===== src/rtl/cle_pkg.sv =====
// shared constants, types and key decode for the cursor line editor
`timescale 1ns / 1ps
package cle_pkg;

  localparam int LINE_DEPTH = 64;
  localparam int ADDR_W     = (LINE_DEPTH > 1) ? $clog2(LINE_DEPTH) : 1;
  localparam int CNT_W      = $clog2(LINE_DEPTH + 1);
  localparam int CHAR_W     = 8;

  localparam logic [CHAR_W-1:0] KEY_LEFT    = 8'd60;
  localparam logic [CHAR_W-1:0] KEY_RIGHT   = 8'd62;
  localparam logic [CHAR_W-1:0] KEY_DELETE  = 8'd45;
  localparam logic [CHAR_W-1:0] KEY_NEWLINE = 8'd10;

  typedef enum logic [2:0] {
    KIND_INSERT,
    KIND_LEFT,
    KIND_RIGHT,
    KIND_DELETE,
    KIND_NEWLINE
  } key_kind_t;

  // one-hot commands from the controller to the datapath
  typedef struct packed {
    logic take_key;
    logic insert;
    logic delete_char;
    logic rd_left_top;
    logic wr_right;
    logic rd_right_top;
    logic wr_left;
    logic emit_empty;
    logic flush_start;
    logic flush_read;
    logic flush_emit;
  } cmd_t;

  typedef struct packed {
    key_kind_t kind;
    logic      can_left;
    logic      can_right;
    logic      line_empty;
    logic      out_free;
    logic      flush_last;
  } status_t;

  function automatic key_kind_t decode_key(input logic [CHAR_W-1:0] key);
    key_kind_t k;
    case (key)
      KEY_LEFT:    k = KIND_LEFT;
      KEY_RIGHT:   k = KIND_RIGHT;
      KEY_DELETE:  k = KIND_DELETE;
      KEY_NEWLINE: k = KIND_NEWLINE;
      default:     k = KIND_INSERT;
    endcase
    return k;
  endfunction

endpackage


===== src/rtl/cle_datapath.sv =====
// datapath: the two character stacks, counts, overflow flag and output register
`timescale 1ns / 1ps
module cle_datapath (
  input  logic                     clk,
  input  logic                     rst,
  input  cle_pkg::cmd_t            cmd,
  output cle_pkg::status_t         status,
  input  logic [cle_pkg::CHAR_W-1:0] key,
  output logic                     m_tvalid,
  input  logic                     m_tready,
  output logic [cle_pkg::CHAR_W-1:0] m_tdata,
  output logic                     m_tlast,
  output logic [1:0]               m_tuser
);
  import cle_pkg::*;

  logic [CHAR_W-1:0] left_mem  [LINE_DEPTH];
  logic [CHAR_W-1:0] right_mem [LINE_DEPTH];

  logic [CHAR_W-1:0] key_reg;
  logic [CHAR_W-1:0] left_q;
  logic [CHAR_W-1:0] right_q;
  logic [CNT_W-1:0]  left_count;
  logic [CNT_W-1:0]  right_count;
  logic [CNT_W-1:0]  idx;
  logic              overflow_seen;
  logic              src_left;

  logic [CNT_W-1:0]  total;
  logic [CNT_W-1:0]  right_pos;
  logic              flush_from_left;
  logic [ADDR_W-1:0] left_rd_addr;
  logic [ADDR_W-1:0] right_rd_addr;
  logic [CNT_W-1:0]  left_top;
  logic [CNT_W-1:0]  right_top;

  assign total           = left_count + right_count;
  assign left_top        = left_count - CNT_W'(1);
  assign right_top       = right_count - CNT_W'(1);
  // right stack is walked from its top down during a flush
  assign right_pos       = total - CNT_W'(1) - idx;
  assign flush_from_left = (idx < left_count);
  assign left_rd_addr    = cmd.flush_read ? idx[ADDR_W-1:0] : left_top[ADDR_W-1:0];
  assign right_rd_addr   = cmd.flush_read ? right_pos[ADDR_W-1:0] : right_top[ADDR_W-1:0];

  assign status.kind       = decode_key(key_reg);
  assign status.can_left   = (left_count != '0) && (right_count < CNT_W'(LINE_DEPTH));
  assign status.can_right  = (right_count != '0) && (left_count < CNT_W'(LINE_DEPTH));
  assign status.line_empty = (total == '0);
  assign status.out_free   = !m_tvalid || m_tready;
  assign status.flush_last = ((idx + CNT_W'(1)) == total);

  // stack memories
  always_ff @(posedge clk) begin
    if (cmd.insert && (total < CNT_W'(LINE_DEPTH))) begin
      left_mem[left_count[ADDR_W-1:0]] <= key_reg;
    end else if (cmd.wr_left) begin
      left_mem[left_count[ADDR_W-1:0]] <= right_q;
    end
    if (cmd.wr_right) begin
      right_mem[right_count[ADDR_W-1:0]] <= left_q;
    end
    if (cmd.rd_left_top || (cmd.flush_read && flush_from_left)) begin
      left_q <= left_mem[left_rd_addr];
    end
    if (cmd.rd_right_top || (cmd.flush_read && !flush_from_left)) begin
      right_q <= right_mem[right_rd_addr];
    end
  end

  // payload registers
  always_ff @(posedge clk) begin
    if (cmd.take_key) begin
      key_reg <= key;
    end
    if (cmd.flush_read) begin
      src_left <= flush_from_left;
    end
    if (cmd.emit_empty) begin
      m_tdata    <= '0;
      m_tlast    <= 1'b1;
      m_tuser[0] <= 1'b1;
      m_tuser[1] <= overflow_seen;
    end else if (cmd.flush_emit) begin
      m_tdata    <= src_left ? left_q : right_q;
      m_tlast    <= status.flush_last;
      m_tuser[0] <= 1'b0;
      m_tuser[1] <= overflow_seen;
    end
  end

  // control registers
  always_ff @(posedge clk) begin
    if (rst) begin
      left_count    <= '0;
      right_count   <= '0;
      overflow_seen <= 1'b0;
      idx           <= '0;
      m_tvalid      <= 1'b0;
    end else begin
      if (cmd.emit_empty || cmd.flush_emit) begin
        m_tvalid <= 1'b1;
      end else if (m_tready) begin
        m_tvalid <= 1'b0;
      end

      if (cmd.insert) begin
        if (total < CNT_W'(LINE_DEPTH)) begin
          left_count <= left_count + CNT_W'(1);
        end else begin
          overflow_seen <= 1'b1;
        end
      end
      if (cmd.delete_char && (left_count != '0)) begin
        left_count <= left_top;
      end
      if (cmd.rd_left_top) begin
        left_count <= left_top;
      end
      if (cmd.wr_right) begin
        right_count <= right_count + CNT_W'(1);
      end
      if (cmd.rd_right_top) begin
        right_count <= right_top;
      end
      if (cmd.wr_left) begin
        left_count <= left_count + CNT_W'(1);
      end
      if (cmd.flush_start) begin
        idx <= '0;
      end
      if (cmd.flush_emit) begin
        idx <= idx + CNT_W'(1);
      end
      // line done: both stacks and the overflow flag start afresh
      if (cmd.emit_empty || (cmd.flush_emit && status.flush_last)) begin
        left_count    <= '0;
        right_count   <= '0;
        overflow_seen <= 1'b0;
      end
    end
  end

endmodule


===== src/rtl/cle_ctrl.sv =====
// controller state machine: key dispatch, cursor moves and line flush sequencing
`timescale 1ns / 1ps
module cle_ctrl (
  input  logic             clk,
  input  logic             rst,
  input  logic             s_tvalid,
  output logic             s_tready,
  input  cle_pkg::status_t status,
  output cle_pkg::cmd_t    cmd
);
  import cle_pkg::*;

  typedef enum logic [2:0] {
    ST_IDLE,
    ST_EXEC,
    ST_MOVE_L,
    ST_MOVE_R,
    ST_FL_EMPTY,
    ST_FL_RD,
    ST_FL_WAIT
  } state_t;

  state_t state;
  state_t state_next;

  assign s_tready = (state == ST_IDLE);

  always_comb begin
    cmd        = '0;
    state_next = state;
    case (state)
      ST_IDLE: begin
        if (s_tvalid) begin
          cmd.take_key = 1'b1;
          state_next   = ST_EXEC;
        end
      end
      ST_EXEC: begin
        state_next = ST_IDLE;
        case (status.kind)
          KIND_INSERT: cmd.insert = 1'b1;
          KIND_DELETE: cmd.delete_char = 1'b1;
          KIND_LEFT: begin
            if (status.can_left) begin
              cmd.rd_left_top = 1'b1;
              state_next      = ST_MOVE_L;
            end
          end
          KIND_RIGHT: begin
            if (status.can_right) begin
              cmd.rd_right_top = 1'b1;
              state_next       = ST_MOVE_R;
            end
          end
          KIND_NEWLINE: begin
            if (status.line_empty) begin
              state_next = ST_FL_EMPTY;
            end else begin
              cmd.flush_start = 1'b1;
              state_next      = ST_FL_RD;
            end
          end
          default: state_next = ST_IDLE;
        endcase
      end
      ST_MOVE_L: begin
        cmd.wr_right = 1'b1;
        state_next   = ST_IDLE;
      end
      ST_MOVE_R: begin
        cmd.wr_left = 1'b1;
        state_next  = ST_IDLE;
      end
      ST_FL_EMPTY: begin
        if (status.out_free) begin
          cmd.emit_empty = 1'b1;
          state_next     = ST_IDLE;
        end
      end
      ST_FL_RD: begin
        cmd.flush_read = 1'b1;
        state_next     = ST_FL_WAIT;
      end
      ST_FL_WAIT: begin
        // hold the read data until the output register can take the beat
        if (status.out_free) begin
          cmd.flush_emit = 1'b1;
          state_next     = status.flush_last ? ST_IDLE : ST_FL_RD;
        end
      end
      default: state_next = ST_IDLE;
    endcase
  end

  always_ff @(posedge clk) begin
    if (rst) begin
      state <= ST_IDLE;
    end else begin
      state <= state_next;
    end
  end

endmodule


===== src/rtl/cursor_line_editor_top.sv =====
// an edit key is registered in the idle state, then carried out in the execute state; a cursor move
// adds a registered stack read, then a write to the other stack; the next key is taken only when idle
// a newline flushes the line beat by beat (read, then load of the output register once it is free)
// the output register lets the next key be taken while the final beat of a line waits
// reset (rst, synchronous, high) empties both stacks, clears overflow and the output valid
`timescale 1ns / 1ps
module cursor_line_editor_top (
  input  logic       clk,
  input  logic       rst,
  input  logic       s_tvalid,
  output logic       s_tready,
  input  logic [7:0] s_tdata,   // key
  output logic       m_tvalid,
  input  logic       m_tready,
  output logic [7:0] m_tdata,   // text_char
  output logic       m_tlast,   // last_of_line
  output logic [1:0] m_tuser    // line_empty, overflowed
);
  import cle_pkg::*;

  cmd_t    cmd;
  status_t status;

  cle_ctrl u_ctrl (
    .clk      (clk),
    .rst      (rst),
    .s_tvalid (s_tvalid),
    .s_tready (s_tready),
    .status   (status),
    .cmd      (cmd)
  );

  cle_datapath u_datapath (
    .clk      (clk),
    .rst      (rst),
    .cmd      (cmd),
    .status   (status),
    .key      (s_tdata),
    .m_tvalid (m_tvalid),
    .m_tready (m_tready),
    .m_tdata  (m_tdata),
    .m_tlast  (m_tlast),
    .m_tuser  (m_tuser)
  );

endmodule


===== config.mk =====
export PLATFORM = sky130hd
export DESIGN_NAME = cursor_line_editor_top
export DESIGN_NICKNAME = d
export VERILOG_FILES = /design/src/rtl/cle_pkg.sv /design/src/rtl/cle_datapath.sv /design/src/rtl/cle_ctrl.sv /design/src/rtl/cursor_line_editor_top.sv
export SDC_FILE = /design/constraint.sdc
export NUM_CORES = 2
export LEC_CHECK = 0
export ABC_AREA = 0
export BUFFER_PORTS_ARGS = -buffer_cell sky130_fd_sc_hd__buf_2
export CAP_MARGIN = 20
export CORE_MARGIN = 2
export CORE_UTILIZATION = 65
export DETAILED_ROUTE_END_ITERATION = 7
export PLACE_DENSITY_LB_ADDON = 0.05
export SLEW_MARGIN = 20
export SYNTH_ARGS = -nofsm -noshare
export SYNTH_HDL_FRONTEND = slang
export SYNTH_SLANG_ARGS = --single-unit

===== constraint.sdc =====
create_clock -name clk -period 9.5 [get_ports clk]
set_input_delay 1.9 -clock clk [delete_from_list [all_inputs] [get_ports clk]]
set_output_delay 1.9 -clock clk [all_outputs]
set_load 0.02 [all_outputs]

==> flow_summary.ini <==
[sta]
hold_viol = 0
fin_crit_ns = 5.23
tightest_slew_ns = 1.20
finalClockSkew_ns = 0.0220
rsz0062_at_grt = false
fmax_mhz = 191
finalMaxSlewViolations = 0
setup_viol = 0
fin_setup_tns_ns = 0
period_share_pct = 55.1
maxSlewHeadroom_pct = 20.1

[grt]
antenna_found_initial = 0
grt_overflow_total = 0
grtUsageTotal_pct = 30.6
grt_max_degree = 171
grt_pass1_vias = 25041
grt_pass1_wl_um = 158000

[worst_setup_path]
crit-reg2reg-launch = u_datapath.right_count[0]
cp-endpoint = u_datapath.left_mem[1][6]
reg2reg_to = u_datapath.left_mem[1][6]
cp-startpoint = u_datapath.right_count[0]
path_class = reg -> reg
worstPathArrival_ns = 5.52
cp.required_ns = 9.79
ff2ff_setup_slack_ns = 4.27
critPathLaunchType = flop
path_max_fanout = 11
reg2reg_depth = 9
endpoint_kind = flop

[synth]
synth.top_cells.by_count = edfxtp_1, nand2_1, nand3_1, nor2_1, mux4_2
synth_ff_type = edfxtp_1
synth_async_sr_flop_share_pct = 0
synth.area.top_cells = edfxtp_1, mux4_2, nand2_1
yosys_warnings = 0
ys_ff_latch = 1086
syn_avg_cell_area_um2 = 15.5
synth_cell_types = 86
yosys.area.top_type = edfxtp_1
yosysMostFrequentCell = edfxtp_1
syn_inst = 2875
synth_edf_count = 1050
ys_seq_area_share_pct = 72.5
netlist_area_mm2 = 0.0445
synthesis.nets = 2913
synth_top_area_share_pct = 70.9

[place]
dp.final_hpwl_um = 64700
port_buffers = 24
place_congestion = 0.920
placed_area_mm2 = 0.0452

[pwr]
p_per_area_mw_per_mm2 = 205
leakage_nw = 15.8
p_total_mw = 10.0
ir_drop_v = 0.000169

[clock_network]
clk_pin_slew_ns = 0.06
hold_buffers = 0
cts_setup_buffers = 0
h-tree-depth = 3
cts_tree = yes
ctsResizeCount = 0
root_buffer = clkbuf_16
clk_latency_ns = 0.67
clock_path_buffers = 3
cts_num_sinks = 1086
cts_buffers = 106

[final_layout]
final_nets = 2914
layout-drive-gt1-share_pct = 15.2
stdcell_area_mm2 = 0.0487
nFillCells = 4243
area_growth_pct = 9.55
diodes = 0

[routing]
detail-route-antenna-nets = 0
via_per_inst = 6.63
totalWireLength_um = 107000
vias = 25440
drc_errors = 0
first_pass_iters = 8
first_iter_violations = 3210
wl_per_cell_um = 27.9

[flow_run]
maxCapViolations = 0

[floorplanning]
ios = 25
core-area_mm2 = 0.0674
initial_core_util_pct = 66.0
die_w_um = 266
rows = 95
fp.dieArea_mm2 = 0.0705
dieHeight_um = 266

[worst_hold_path]
min_path_type = reg -> reg

[outcome]
outcome = finished clean
-- through the flow --
step	cells	worst slack [ns]	hold WS [ns]	util [%]
finish	3836	4.27	0.477	72.3
global route	3836	4.02	0.488	72.3
CTS	3836	4.35	0.472	72.3
detailed placement	3641	4.34	0.460	67.1
global placement	3641	4.50	0.442	67.1
floorplan	2875	6.18	0.429	-
-- how the worst min path moves through the flow --
stage,startpoint,endpoint,slack (ns),depth (start not counted)
final,u_datapath.m_tlast,u_datapath.m_tlast,0.48,1
after global routing,u_datapath.m_tlast,u_datapath.m_tlast,0.49,1
after CTS,u_datapath.m_tlast,u_datapath.m_tlast,0.47,1
after detailed placement,u_datapath.m_tlast,u_datapath.m_tlast,0.46,1
after global placement,u_datapath.m_tlast,u_datapath.m_tlast,0.44,1
after floorplan,u_datapath.overflow_seen,u_datapath.overflow_seen,0.43,2
-- routing by layer --
layer	track usage [%]	wire length (um)	vias to the layer above
met3	5.17	8520	242
met1	41.1	40900	12832
li1	-	-	11070
met2	50.1	52600	1296
met5	0	0	-
met4	13.1	4890	0
-- critical path, cell delays in order, from the launching register on --
cell and delay, ns:
dfxtp_1 0.44, ha_1 0.32, fa_1 0.44, a211oi_1 0.23, o21ai_1 0.10, a21oi_1 0.36, xnor2_1 0.15, o21ai_0 0.84
nand4_1 1.01, nor2_1 0.97
-- cell families after synthesis --
logic type      share of synthesized area [%]
flops                                    72.5
simple gates                             9.52
compound gates                           4.86
mux                                      9.36
buf+inv                                  2.10
xor+xnor                                0.872
fa+ha+maj                               0.765
-- report_power, final --
part           internal, mW  total, mW  switching, mW
combinational         0.217      0.574          0.358
sequential             5.23       5.24         0.0109
clock                  2.42       4.19           1.77
-- cell type report --
type / count / area, um2 / area share [%]
Sequential cell: 1086 / 32300 / 66.2
Multi-Input combinational cell: 1601 / 11400 / 23.4
Clock buffer: 129 / 2790 / 5.73
Tap cell: 873 / 1090 / 2.24
Clock inverter: 66 / 699 / 1.44
Timing Repair Buffer: 57 / 380 / 0.781
Inverter: 24 / 92.6 / 0.190
-- placed cells by master, fill, tap and decap left out, types with 16 or more instances in the layout --
| master | Yosys | layout |
|---|---|---|
| nor2_1 | 171 | 171 |
| nand4_1 | 29 | 29 |
| clkinv_2 | 0 | 23 |
| nand3_1 | 200 | 200 |
| mux4_2 | 100 | 100 |
| dfxtp_1 | 36 | 36 |
| a21oi_1 | 61 | 61 |
| buf_2 | 76 | 24 |
| nand2_1 | 446 | 446 |
| o22ai_1 | 51 | 51 |
| ha_1 | 24 | 24 |
| nor3_1 | 21 | 21 |
| edfxtp_1 | 1050 | 1050 |
| mux2_2 | 93 | 84 |
| inv_1 | 22 | 22 |
| a31oi_1 | 28 | 28 |
| clkbuf_16 | 0 | 107 |
| a32oi_1 | 22 | 22 |
| clkinv_1 | 1 | 23 |
| buf_4 | 14 | 32 |
| mux2i_1 | 86 | 85 |
| o32ai_1 | 16 | 16 |
| o21ai_0 | 25 | 25 |
| xnor2_1 | 32 | 32 |
| clkbuf_1 | 51 | 19 |
(Power assumes the default switching activity.)
